### config.mk
export PLATFORM = sky130hd
export DESIGN_NAME = max_stack_engine
export DESIGN_NICKNAME = d
export VERILOG_FILES = /design/src/sv/msk_pkg.sv /design/src/sv/msk_ram.sv /design/src/sv/msk_core.sv /design/src/sv/max_stack_engine.sv
export VERILOG_INCLUDE_DIRS = /design/src /design/src/sv
export SDC_FILE = /design/constraint.sdc
export NUM_CORES = 2
export LEC_CHECK = 0
export BUFFER_PORTS_ARGS = -buffer_cell sky130_fd_sc_hd__buf_4
export CAP_MARGIN = 20
export CORE_AREA = 3 3 453 455
export DETAILED_ROUTE_END_ITERATION = 8
export DIE_AREA = 0 0 456 458
export GPL_TIMING_DRIVEN = 0
export PLACE_DENSITY = 0.63
export REMOVE_ABC_BUFFERS = 1
export SLEW_MARGIN = 20
export SYNTH_ARGS = -nofsm -noshare
export SYNTH_HDL_FRONTEND = slang
export SYNTH_SLANG_ARGS = --single-unit
### constraint.sdc
create_clock -name clk -period 5.86 [get_ports clk]
set_input_delay 0.586 -clock clk [delete_from_list [all_inputs] [get_ports clk]]
set_output_delay 0.586 -clock clk [all_outputs]
set_load 0.01 [all_outputs]
### src/sv/assert_macros.svh
// Assertion macros for the max stack engine RTL.
// Included by modules that carry concurrent checks; no other dependencies.
`ifndef ASSERT_MACROS_SVH
`define ASSERT_MACROS_SVH
`ifndef SYNTHESIS
// Check a property on every clock edge outside reset.
`define MSK_ASSERT(label, clk, rstn, prop, msg) \
  label: assert property (@(posedge clk) disable iff (!rstn) (prop)) else $error(msg);
// Check a property on every clock edge, reset included.
`define MSK_ASSERT_ALWAYS(label, clk, prop, msg) \
  label: assert property (@(posedge clk) (prop)) else $error(msg);
`else
`define MSK_ASSERT(label, clk, rstn, prop, msg)
`define MSK_ASSERT_ALWAYS(label, clk, prop, msg)
`endif
`endif

### src/sv/msk_pkg.sv
// Shared types and constants for the max stack engine.
// No dependencies; imported by msk_core and max_stack_engine.
package msk_pkg;

  localparam int DEPTH_DEF      = 64;
  localparam int VALUE_BITS_DEF = 32;

  // Operation codes of a request
  typedef enum logic [1:0] {
    MODE_PUSH   = 2'd0,
    MODE_POP    = 2'd1,
    MODE_POPMAX = 2'd2,
    MODE_QUERY  = 2'd3
  } mode_t;

  // Result status codes
  typedef enum logic [1:0] {
    ST_OK    = 2'd0,
    ST_EMPTY = 2'd1,
    ST_FULL  = 2'd2
  } status_t;

  // Control from the handshake shell to the engine core
  typedef struct packed {
    logic start;     // request accepted this cycle
    logic out_free;  // output register can take a result
  } core_ctl_t;

  // Status from the engine core to the handshake shell
  typedef struct packed {
    logic idle;      // core can take a request
    logic done;      // result is ready to move out
  } core_sts_t;

endpackage

### src/sv/msk_ram.sv
// Generic single-write, single-read RAM with registered read data.
// No dependencies; holds the stack entries.
module msk_ram #(
  parameter int WIDTH = 32,
  parameter int DEPTH = 64,
  localparam int AW   = $clog2(DEPTH)
) (
  input  logic             clk,
  input  logic             we,
  input  logic [AW-1:0]    waddr,
  input  logic [WIDTH-1:0] wdata,
  input  logic             re,
  input  logic [AW-1:0]    raddr,
  output logic [WIDTH-1:0] rdata
);

  logic [WIDTH-1:0] mem [DEPTH];

  // Write port
  always_ff @(posedge clk) begin
    if (we) begin
      mem[waddr] <= wdata;
    end
  end

  // Registered read port
  always_ff @(posedge clk) begin
    if (re) begin
      rdata <= mem[raddr];
    end
  end

endmodule

### src/sv/msk_core.sv
// Stack sequencer: count, cached top and maximum, and the scan, find and
// shift passes over the entry RAM. Depends on msk_pkg, msk_ram, assert_macros.svh.
`include "assert_macros.svh"

module msk_core #(
  parameter int DEPTH      = msk_pkg::DEPTH_DEF,
  parameter int VALUE_BITS = msk_pkg::VALUE_BITS_DEF,
  localparam int CW        = $clog2(DEPTH + 1)
) (
  input  logic                         clk,
  input  logic                         rst_n,
  input  msk_pkg::core_ctl_t           ctl,
  input  msk_pkg::mode_t               mode,
  input  logic signed [VALUE_BITS-1:0] push_value,
  output msk_pkg::core_sts_t           sts,
  output logic signed [VALUE_BITS-1:0] removed_value,
  output logic signed [VALUE_BITS-1:0] top_value,
  output logic signed [VALUE_BITS-1:0] max_value,
  output logic [CW-1:0]                entry_count,
  output msk_pkg::status_t             status
);
  import msk_pkg::*;

  localparam int AW = $clog2(DEPTH);
  localparam logic [CW-1:0] CNT_ONE  = CW'(1);
  localparam logic [CW-1:0] CNT_TWO  = CW'(2);
  localparam logic [CW-1:0] CNT_FULL = CW'(DEPTH);
  localparam logic [AW-1:0] ADR_ONE  = AW'(1);

  typedef enum logic [4:0] {
    S_IDLE  = 5'b00001,
    S_FIND  = 5'b00010,
    S_SHIFT = 5'b00100,
    S_SCAN  = 5'b01000,
    S_DONE  = 5'b10000
  } state_t;

  state_t                  state_r, state_nxt;
  logic [CW-1:0]           cnt_r, cnt_nxt;
  logic signed [VALUE_BITS-1:0] top_r, top_nxt;
  logic signed [VALUE_BITS-1:0] max_r, max_nxt;
  logic signed [VALUE_BITS-1:0] removed_r, removed_nxt;
  status_t                 status_r, status_nxt;
  logic [AW-1:0]           rd_ptr_r, rd_ptr_nxt;
  logic                    rd_live_r, rd_live_nxt;
  logic                    pend_r, pend_nxt;
  logic [AW-1:0]           pend_ptr_r, pend_ptr_nxt;

  logic                    ram_we;
  logic [AW-1:0]           ram_waddr;
  logic [VALUE_BITS-1:0]   ram_wdata;
  logic                    ram_re;
  logic [VALUE_BITS-1:0]   ram_rdata;
  logic signed [VALUE_BITS-1:0] rd_data;
  logic [AW-1:0]           last_addr;
  logic [AW-1:0]           cnt_m1;
  logic [AW-1:0]           cnt_m2;

  assign rd_data = ram_rdata;
  assign cnt_m1  = AW'(cnt_r - CNT_ONE);
  assign cnt_m2  = AW'(cnt_r - CNT_TWO);
  // Shift pass walks up to the old top; find and scan walk down to the bottom
  assign last_addr = (state_r == S_SHIFT) ? cnt_r[AW-1:0] : '0;

  msk_ram #(
    .WIDTH (VALUE_BITS),
    .DEPTH (DEPTH)
  ) u_ram (
    .clk   (clk),
    .we    (ram_we),
    .waddr (ram_waddr),
    .wdata (ram_wdata),
    .re    (ram_re),
    .raddr (rd_ptr_r),
    .rdata (ram_rdata)
  );

  // Sequence one request through the RAM passes
  always_comb begin
    state_nxt    = state_r;
    cnt_nxt      = cnt_r;
    top_nxt      = top_r;
    max_nxt      = max_r;
    removed_nxt  = removed_r;
    status_nxt   = status_r;
    rd_ptr_nxt   = rd_ptr_r;
    rd_live_nxt  = rd_live_r;
    pend_nxt     = 1'b0;
    pend_ptr_nxt = pend_ptr_r;
    ram_we       = 1'b0;
    ram_waddr    = pend_ptr_r - ADR_ONE;
    ram_wdata    = rd_data;
    ram_re       = 1'b0;

    // Issue one read per cycle while a pass is live
    if (rd_live_r) begin
      ram_re       = 1'b1;
      pend_nxt     = 1'b1;
      pend_ptr_nxt = rd_ptr_r;
      if (rd_ptr_r == last_addr) begin
        rd_live_nxt = 1'b0;
      end else if (state_r == S_SHIFT) begin
        rd_ptr_nxt = rd_ptr_r + ADR_ONE;
      end else begin
        rd_ptr_nxt = rd_ptr_r - ADR_ONE;
      end
    end

    unique case (state_r)
      S_IDLE: begin
        if (ctl.start) begin
          removed_nxt = '0;
          status_nxt  = ST_OK;
          state_nxt   = S_DONE;
          unique case (mode)
            MODE_PUSH: begin
              if (cnt_r == CNT_FULL) begin
                status_nxt = ST_FULL;
              end else begin
                ram_we    = 1'b1;
                ram_waddr = cnt_r[AW-1:0];
                ram_wdata = push_value;
                top_nxt   = push_value;
                if (cnt_r == '0 || push_value > max_r) begin
                  max_nxt = push_value;
                end
                cnt_nxt = cnt_r + CNT_ONE;
              end
            end
            MODE_POP: begin
              if (cnt_r == '0) begin
                status_nxt = ST_EMPTY;
              end else begin
                removed_nxt = top_r;
                cnt_nxt     = cnt_r - CNT_ONE;
                if (cnt_r != CNT_ONE) begin
                  state_nxt   = S_SCAN;
                  rd_ptr_nxt  = cnt_m2;
                  rd_live_nxt = 1'b1;
                  pend_nxt    = 1'b0;
                end
              end
            end
            MODE_POPMAX: begin
              if (cnt_r == '0) begin
                status_nxt = ST_EMPTY;
              end else begin
                removed_nxt = max_r;
                if (cnt_r == CNT_ONE) begin
                  cnt_nxt = '0;
                end else begin
                  state_nxt   = S_FIND;
                  rd_ptr_nxt  = cnt_m1;
                  rd_live_nxt = 1'b1;
                  pend_nxt    = 1'b0;
                end
              end
            end
            MODE_QUERY: begin
            end
            default: begin
            end
          endcase
        end
      end

      // Walk down from the top until the cached maximum shows up
      S_FIND: begin
        if (pend_r && rd_data == max_r) begin
          cnt_nxt     = cnt_r - CNT_ONE;
          rd_live_nxt = 1'b1;
          pend_nxt    = 1'b0;
          if (pend_ptr_r == cnt_m1) begin
            state_nxt  = S_SCAN;
            rd_ptr_nxt = cnt_m2;
          end else begin
            state_nxt  = S_SHIFT;
            rd_ptr_nxt = pend_ptr_r + ADR_ONE;
          end
        end
      end

      // Move each entry above the removed one down by one place
      S_SHIFT: begin
        if (pend_r) begin
          ram_we = 1'b1;
          if (pend_ptr_r == cnt_r[AW-1:0]) begin
            state_nxt   = S_SCAN;
            rd_ptr_nxt  = cnt_m1;
            rd_live_nxt = 1'b1;
            pend_nxt    = 1'b0;
          end
        end
      end

      // Rebuild top and maximum from the top entry down
      S_SCAN: begin
        if (pend_r) begin
          if (pend_ptr_r == cnt_m1) begin
            top_nxt = rd_data;
            max_nxt = rd_data;
          end else if (rd_data > max_r) begin
            max_nxt = rd_data;
          end
          if (pend_ptr_r == '0) begin
            state_nxt = S_DONE;
          end
        end
      end

      // Hold the result until the output register takes it
      S_DONE: begin
        if (ctl.out_free) begin
          state_nxt = S_IDLE;
        end
      end

      default: begin
        state_nxt = S_IDLE;
      end
    endcase
  end

  // Control registers
  always_ff @(posedge clk) begin
    if (!rst_n) begin
      state_r   <= S_IDLE;
      cnt_r     <= '0;
      rd_live_r <= 1'b0;
      pend_r    <= 1'b0;
    end else begin
      state_r   <= state_nxt;
      cnt_r     <= cnt_nxt;
      rd_live_r <= rd_live_nxt;
      pend_r    <= pend_nxt;
    end
  end

  // Payload registers
  always_ff @(posedge clk) begin
    top_r      <= top_nxt;
    max_r      <= max_nxt;
    removed_r  <= removed_nxt;
    status_r   <= status_nxt;
    rd_ptr_r   <= rd_ptr_nxt;
    pend_ptr_r <= pend_ptr_nxt;
  end

  assign sts.idle      = (state_r == S_IDLE);
  assign sts.done      = (state_r == S_DONE);
  assign removed_value = removed_r;
  assign top_value     = (cnt_r == '0) ? '0 : top_r;
  assign max_value     = (cnt_r == '0) ? '0 : max_r;
  assign entry_count   = cnt_r;
  assign status        = status_r;

  `MSK_ASSERT(a_cnt_bound, clk, rst_n, cnt_r <= CNT_FULL, "entry count above depth")
  `MSK_ASSERT(a_full_status, clk, rst_n, (state_r == S_DONE && status_r == ST_FULL) |-> (cnt_r == CNT_FULL), "full status with room left")
  `MSK_ASSERT(a_find_hits, clk, rst_n, (state_r == S_FIND && pend_r && pend_ptr_r == '0) |-> (rd_data == max_r), "maximum not found in stack")
  `MSK_ASSERT(a_shift_room, clk, rst_n, (state_r == S_SHIFT) |-> (cnt_r < CNT_FULL && cnt_r != '0), "shift pass with bad count")

endmodule

### src/sv/max_stack_engine.sv
// Max stack engine top level: request handshake, output register and core.
// Depends on msk_pkg and msk_core.
//
//   channel | direction | handshake         | payload
//   in_     | request   | in_valid/in_stall | in_mode, in_push_value
//   out_    | result    | out_valid/out_stall | removed, top, max, count, status
//
// Push, query, refusals and removals that empty the stack go from idle straight
// to done. Pop leaving N entries rescans them; pop maximum from N entries runs
// find, shift (unless the maximum is the top) and rescan, paced by the RAM read port.
// Reset empties the stack (count to zero); the entry RAM is not cleared.
// A new request is taken while a result waits in the output register; the core
// holds its next result until that register frees up.
module max_stack_engine #(
  parameter int DEPTH      = msk_pkg::DEPTH_DEF,
  parameter int VALUE_BITS = msk_pkg::VALUE_BITS_DEF,
  localparam int CW        = $clog2(DEPTH + 1)
) (
  input  logic                         clk,
  input  logic                         rst_n,
  input  logic                         in_valid,
  output logic                         in_stall,
  input  msk_pkg::mode_t               in_mode,
  input  logic signed [VALUE_BITS-1:0] in_push_value,
  output logic                         out_valid,
  input  logic                         out_stall,
  output logic signed [VALUE_BITS-1:0] out_removed_value,
  output logic signed [VALUE_BITS-1:0] out_top_value,
  output logic signed [VALUE_BITS-1:0] out_max_value,
  output logic [CW-1:0]                out_entry_count_out,
  output msk_pkg::status_t             out_status
);
  import msk_pkg::*;

  core_ctl_t ctl;
  core_sts_t sts;
  logic      out_valid_r, out_valid_nxt;
  logic      load_out;

  logic signed [VALUE_BITS-1:0] core_removed;
  logic signed [VALUE_BITS-1:0] core_top;
  logic signed [VALUE_BITS-1:0] core_max;
  logic [CW-1:0]                core_count;
  status_t                      core_status;

  logic signed [VALUE_BITS-1:0] removed_r;
  logic signed [VALUE_BITS-1:0] top_r;
  logic signed [VALUE_BITS-1:0] max_r;
  logic [CW-1:0]                count_r;
  status_t                      status_r;

  // Take a request only when the core is idle
  assign in_stall     = !sts.idle;
  assign ctl.start    = in_valid && sts.idle;
  assign ctl.out_free = !out_valid_r || !out_stall;
  assign load_out     = sts.done && ctl.out_free;

  msk_core #(
    .DEPTH      (DEPTH),
    .VALUE_BITS (VALUE_BITS)
  ) u_core (
    .clk           (clk),
    .rst_n         (rst_n),
    .ctl           (ctl),
    .mode          (in_mode),
    .push_value    (in_push_value),
    .sts           (sts),
    .removed_value (core_removed),
    .top_value     (core_top),
    .max_value     (core_max),
    .entry_count   (core_count),
    .status        (core_status)
  );

  // Hold a result until it is taken, load the next one behind it
  assign out_valid_nxt = load_out || (out_valid_r && out_stall);

  always_ff @(posedge clk) begin
    if (!rst_n) begin
      out_valid_r <= 1'b0;
    end else begin
      out_valid_r <= out_valid_nxt;
    end
  end

  always_ff @(posedge clk) begin
    if (load_out) begin
      removed_r <= core_removed;
      top_r     <= core_top;
      max_r     <= core_max;
      count_r   <= core_count;
      status_r  <= core_status;
    end
  end

  assign out_valid           = out_valid_r;
  assign out_removed_value   = removed_r;
  assign out_top_value       = top_r;
  assign out_max_value       = max_r;
  assign out_entry_count_out = count_r;
  assign out_status          = status_r;

endmodule
==> qor.yml <==
outcome:
  run_status: "completed"
pwr:
  sw_frac_of_total: 0.271
  clock_power_share: 0.311
  powerDensity_nw_per_um2: 412
  vdd_drop_max_mv: 0.332
  p_int_mw: 32.2
  power.leakage_nw: 33.6
  p_comb_frac: 0.236
  pwr-share-seq: 0.452
  p_switching_mw: 12.0
global_route:
  gr-total-overflow: 0
  grt_pass1_vias: 43416
  track_usage: 0.200
  antenna_found_initial: 11
  grt_pass1_wl_um: 307000
  grt_max_degree: 51
layout:
  layout_common_cells: "edfxtp_1, mux4_2, clkbuf_16"
  nNetsFinal: 4664
  multi_input_area_um2: 21000
  syn_to_final_growth_pct: 18.5
  final_common_cell: "edfxtp_1"
  fillers: 14979
  drive_gt1_frac: 0.324
  regArea_um2: 69200
sta:
  setup_tns_ns: 0
  setup_viol: 0
  finalCriticalPeriod_ns: 5.64
  maxClockFrequency_mhz: 177
  hold_viol: 0
  setup_ws_ns: 0.217
  fin_crit_sh: 0.963
  fin_worst_skew_ns: 0.0427
  tightest_slew_ns: 1.24
  slew_headroom: 0.166
  final_max_slew_viol_count: 0
critical_path:
  worst-path-buf-inv: 2
  cp_max_fo: 42
  end_kind: "flip-flop"
  cp_slowest_cell: "o31ai_4"
  critPathKind: "reg -> reg"
  startpoint: "u_core.entry_count[0]"
  max_stage_delay_ns: 0.84
  cpLargestDelayFamily: "simple AND/OR/NAND/NOR gates"
  crit_arrival_ns: 6.18
  start_kind: "flip-flop"
  required_ns: 6.39
  crit-reg2reg-launch: "u_core.entry_count[0]"
  cp_cell_sequence: "inv_1, ha_2, nand4_1, nand3_4, o31ai_4, nand3_1, nor2_4, buf_12"
placement:
  post-place-ws_ns: -0.288
  port_buffers: 144
  dp_hpwl_um: 132000
  gp_congestion: 0.856
route:
  top_layer: "met5"
  met2_length_um: 101000
  antenna_left: 0
  drt_iter0_drc: 4817
  met1_length_um: 87800
  finalWirelength_um: 208000
  wire_per_inst_um: 28.1
  wl_met3_um: 15100
  viasPerCell: 5.83
  vias: 43156
  first_pass_iters: 5
  drc: 0
worst_hold_path:
  min_from: "in_push_value[27]"
  hold_path_class: "in -> reg"
yosys:
  ys.warnings.count: 0
  synth_area_leaders: "edfxtp_1, mux4_2, ha_1"
  synth.largest_area_cell: "edfxtp_1"
  ys_ff_latch: 2310
  synth.top_cell.area_share: 0.760
  synth.cell_area_um2: 90500
  netlist_instances: 4100
  async_flop_share: 0
  ys.flop_type: "edfxtp_1"
  netlist-cell-type-count: 72
  syn_avg_cell_area_um2: 22.1
  synth_edf_count: 2289
  seq_area_frac_synth: 0.764
clock_network:
  clockBufferDepth: 3
  clkTransAtPathRegs_ns: 0.06
  cts-root-buf: "clkbuf_16"
  clock-sinks: 2310
  cts_buffers: 217
  htreeDepth: 4
  insertion_delay_ns: 0.86
  cts_tree: "built"
floorplan:
  dieArea_um2: 209000
  die_h_um: 458
  rows: 165
  initial_utilization: 0.449
  pin_count: 145
  die-width_um: 456
  core_area_um2: 202000
run:
  maxCapViolations: 0
-- routing by layer --
metal	GRT usage	up-vias
li1	-	18145
met1	0.287	23142
met2	0.317	1593
met3	0.0420	272
met4	0.0466	4
met5	0	-
-- sequential cells by signal, summed over array words and instances, names as in the netlist, 5 cells and up --
signal / flops
u_core.u_ram.mem: 2048
out_max_value: 32
out_removed_value: 32
out_top_value: 32
u_core.max_r: 32
u_core.removed_value: 32
u_core.top_r: 32
u_core.u_ram.rdata: 32
out_entry_count_out: 7
u_core.entry_count: 7
u_core.pend_ptr_r: 6
u_core.rd_ptr_r: 6
u_core.state_r: 5
-- what timing repair did --
action | 4_1_cts | 5_1_grt
setup buffers | 4 | 72
resized for setup | 2 | 10
pin swaps | 1 | 10
endpoints found under the hold margin | 37 | 0
setup endpoints to repair | 339 | 627
hold buffers | 19 | 0
-- cell usage after synthesis, types with 19 or more instances --
cell / n
buf_1: 70
o21ai_0: 35
a22o_1: 34
nand2_1: 247
nand3_1: 24
inv_1: 57
a31oi_1: 42
and2_1: 33
ha_1: 81
a21oi_1: 54
nor2_1: 111
nand4_1: 19
mux4_2: 667
edfxtp_1: 2289
clkbuf_1: 126
dfxtp_1: 21
-- worst reg2reg max path: cells and delay by family, from the launching register on --
family	cells	cell delay, ns
DFF	1	0.80
AOI/OAI and AO/OA	1	0.85
adders and majority gates	1	0.50
buffers and inverters	2	0.58
and+or+nand+nor	4	2.58
-- worst paths after layout --
check,end,slack (ns),depth (start not counted)
hold / removal,u_core.max_r[27],0.09,3
setup / recovery,u_core.u_ram.mem[8][5],0.22,8
setup reg to reg,u_core.u_ram.mem[8][5],0.22,8
hold reg to reg,out_removed_value[8],0.39,0
-- power by group through the flow --
| stage | Combinational, mW | Clock (mW) | Sequential (mW) |
|---|---|---|---|
| floorplan | 6.26 | 0 | 20.8 |
| global placement | 7.28 | 0 | 21.1 |
| detailed placement | 10.4 | 0 | 20.3 |
| CTS | 10.5 | 14.0 | 20.0 |
| global route | 11.1 | 14.7 | 20.0 |
| finish | 10.4 | 13.7 | 20.0 |
-- kinds of logic after synthesis --
group / Yosys count / share of synthesized area
buffers and inverters: 271 / 0.0115
adder cells (fa/ha/maj): 82 / 0.0114
AO/OA/AOI/OAI: 228 / 0.0170
AND/OR/NAND/NOR: 494 / 0.0246
flip-flops: 2310 / 0.764
multiplexers: 683 / 0.168
XOR/XNOR: 32 / 0.00310
-- layout make-up --
cell class              instances  area share
multi-input cells            1519       0.196
repair buffers                438      0.0608
inverters                      58     0.00203
clock inverters               126      0.0116
flip-flops and latches       2310       0.645
well taps                    2672      0.0312
diodes                          4   0.0000933
clock buffers                 274      0.0532
-- metrics by stage --
step / power (mW) / area, um2 / util / hold WS [ns] / cells
6_report: 44.2 / 107000 / 0.532 / 0.0895 / 7401
5_1_grt: 45.9 / 107000 / 0.532 / 0.0755 / 7397
4_1_cts: 44.5 / 107000 / 0.528 / 0.0122 / 7325
3_5_place_dp: 30.8 / 99400 / 0.493 / 0.405 / 6902
3_3_place_gp: 28.4 / 94100 / 0.466 / 0.404 / 6703
2_1_floorplan: 27.0 / 89700 / - / 0.400 / 3887
(Power assumes the default switching activity.)
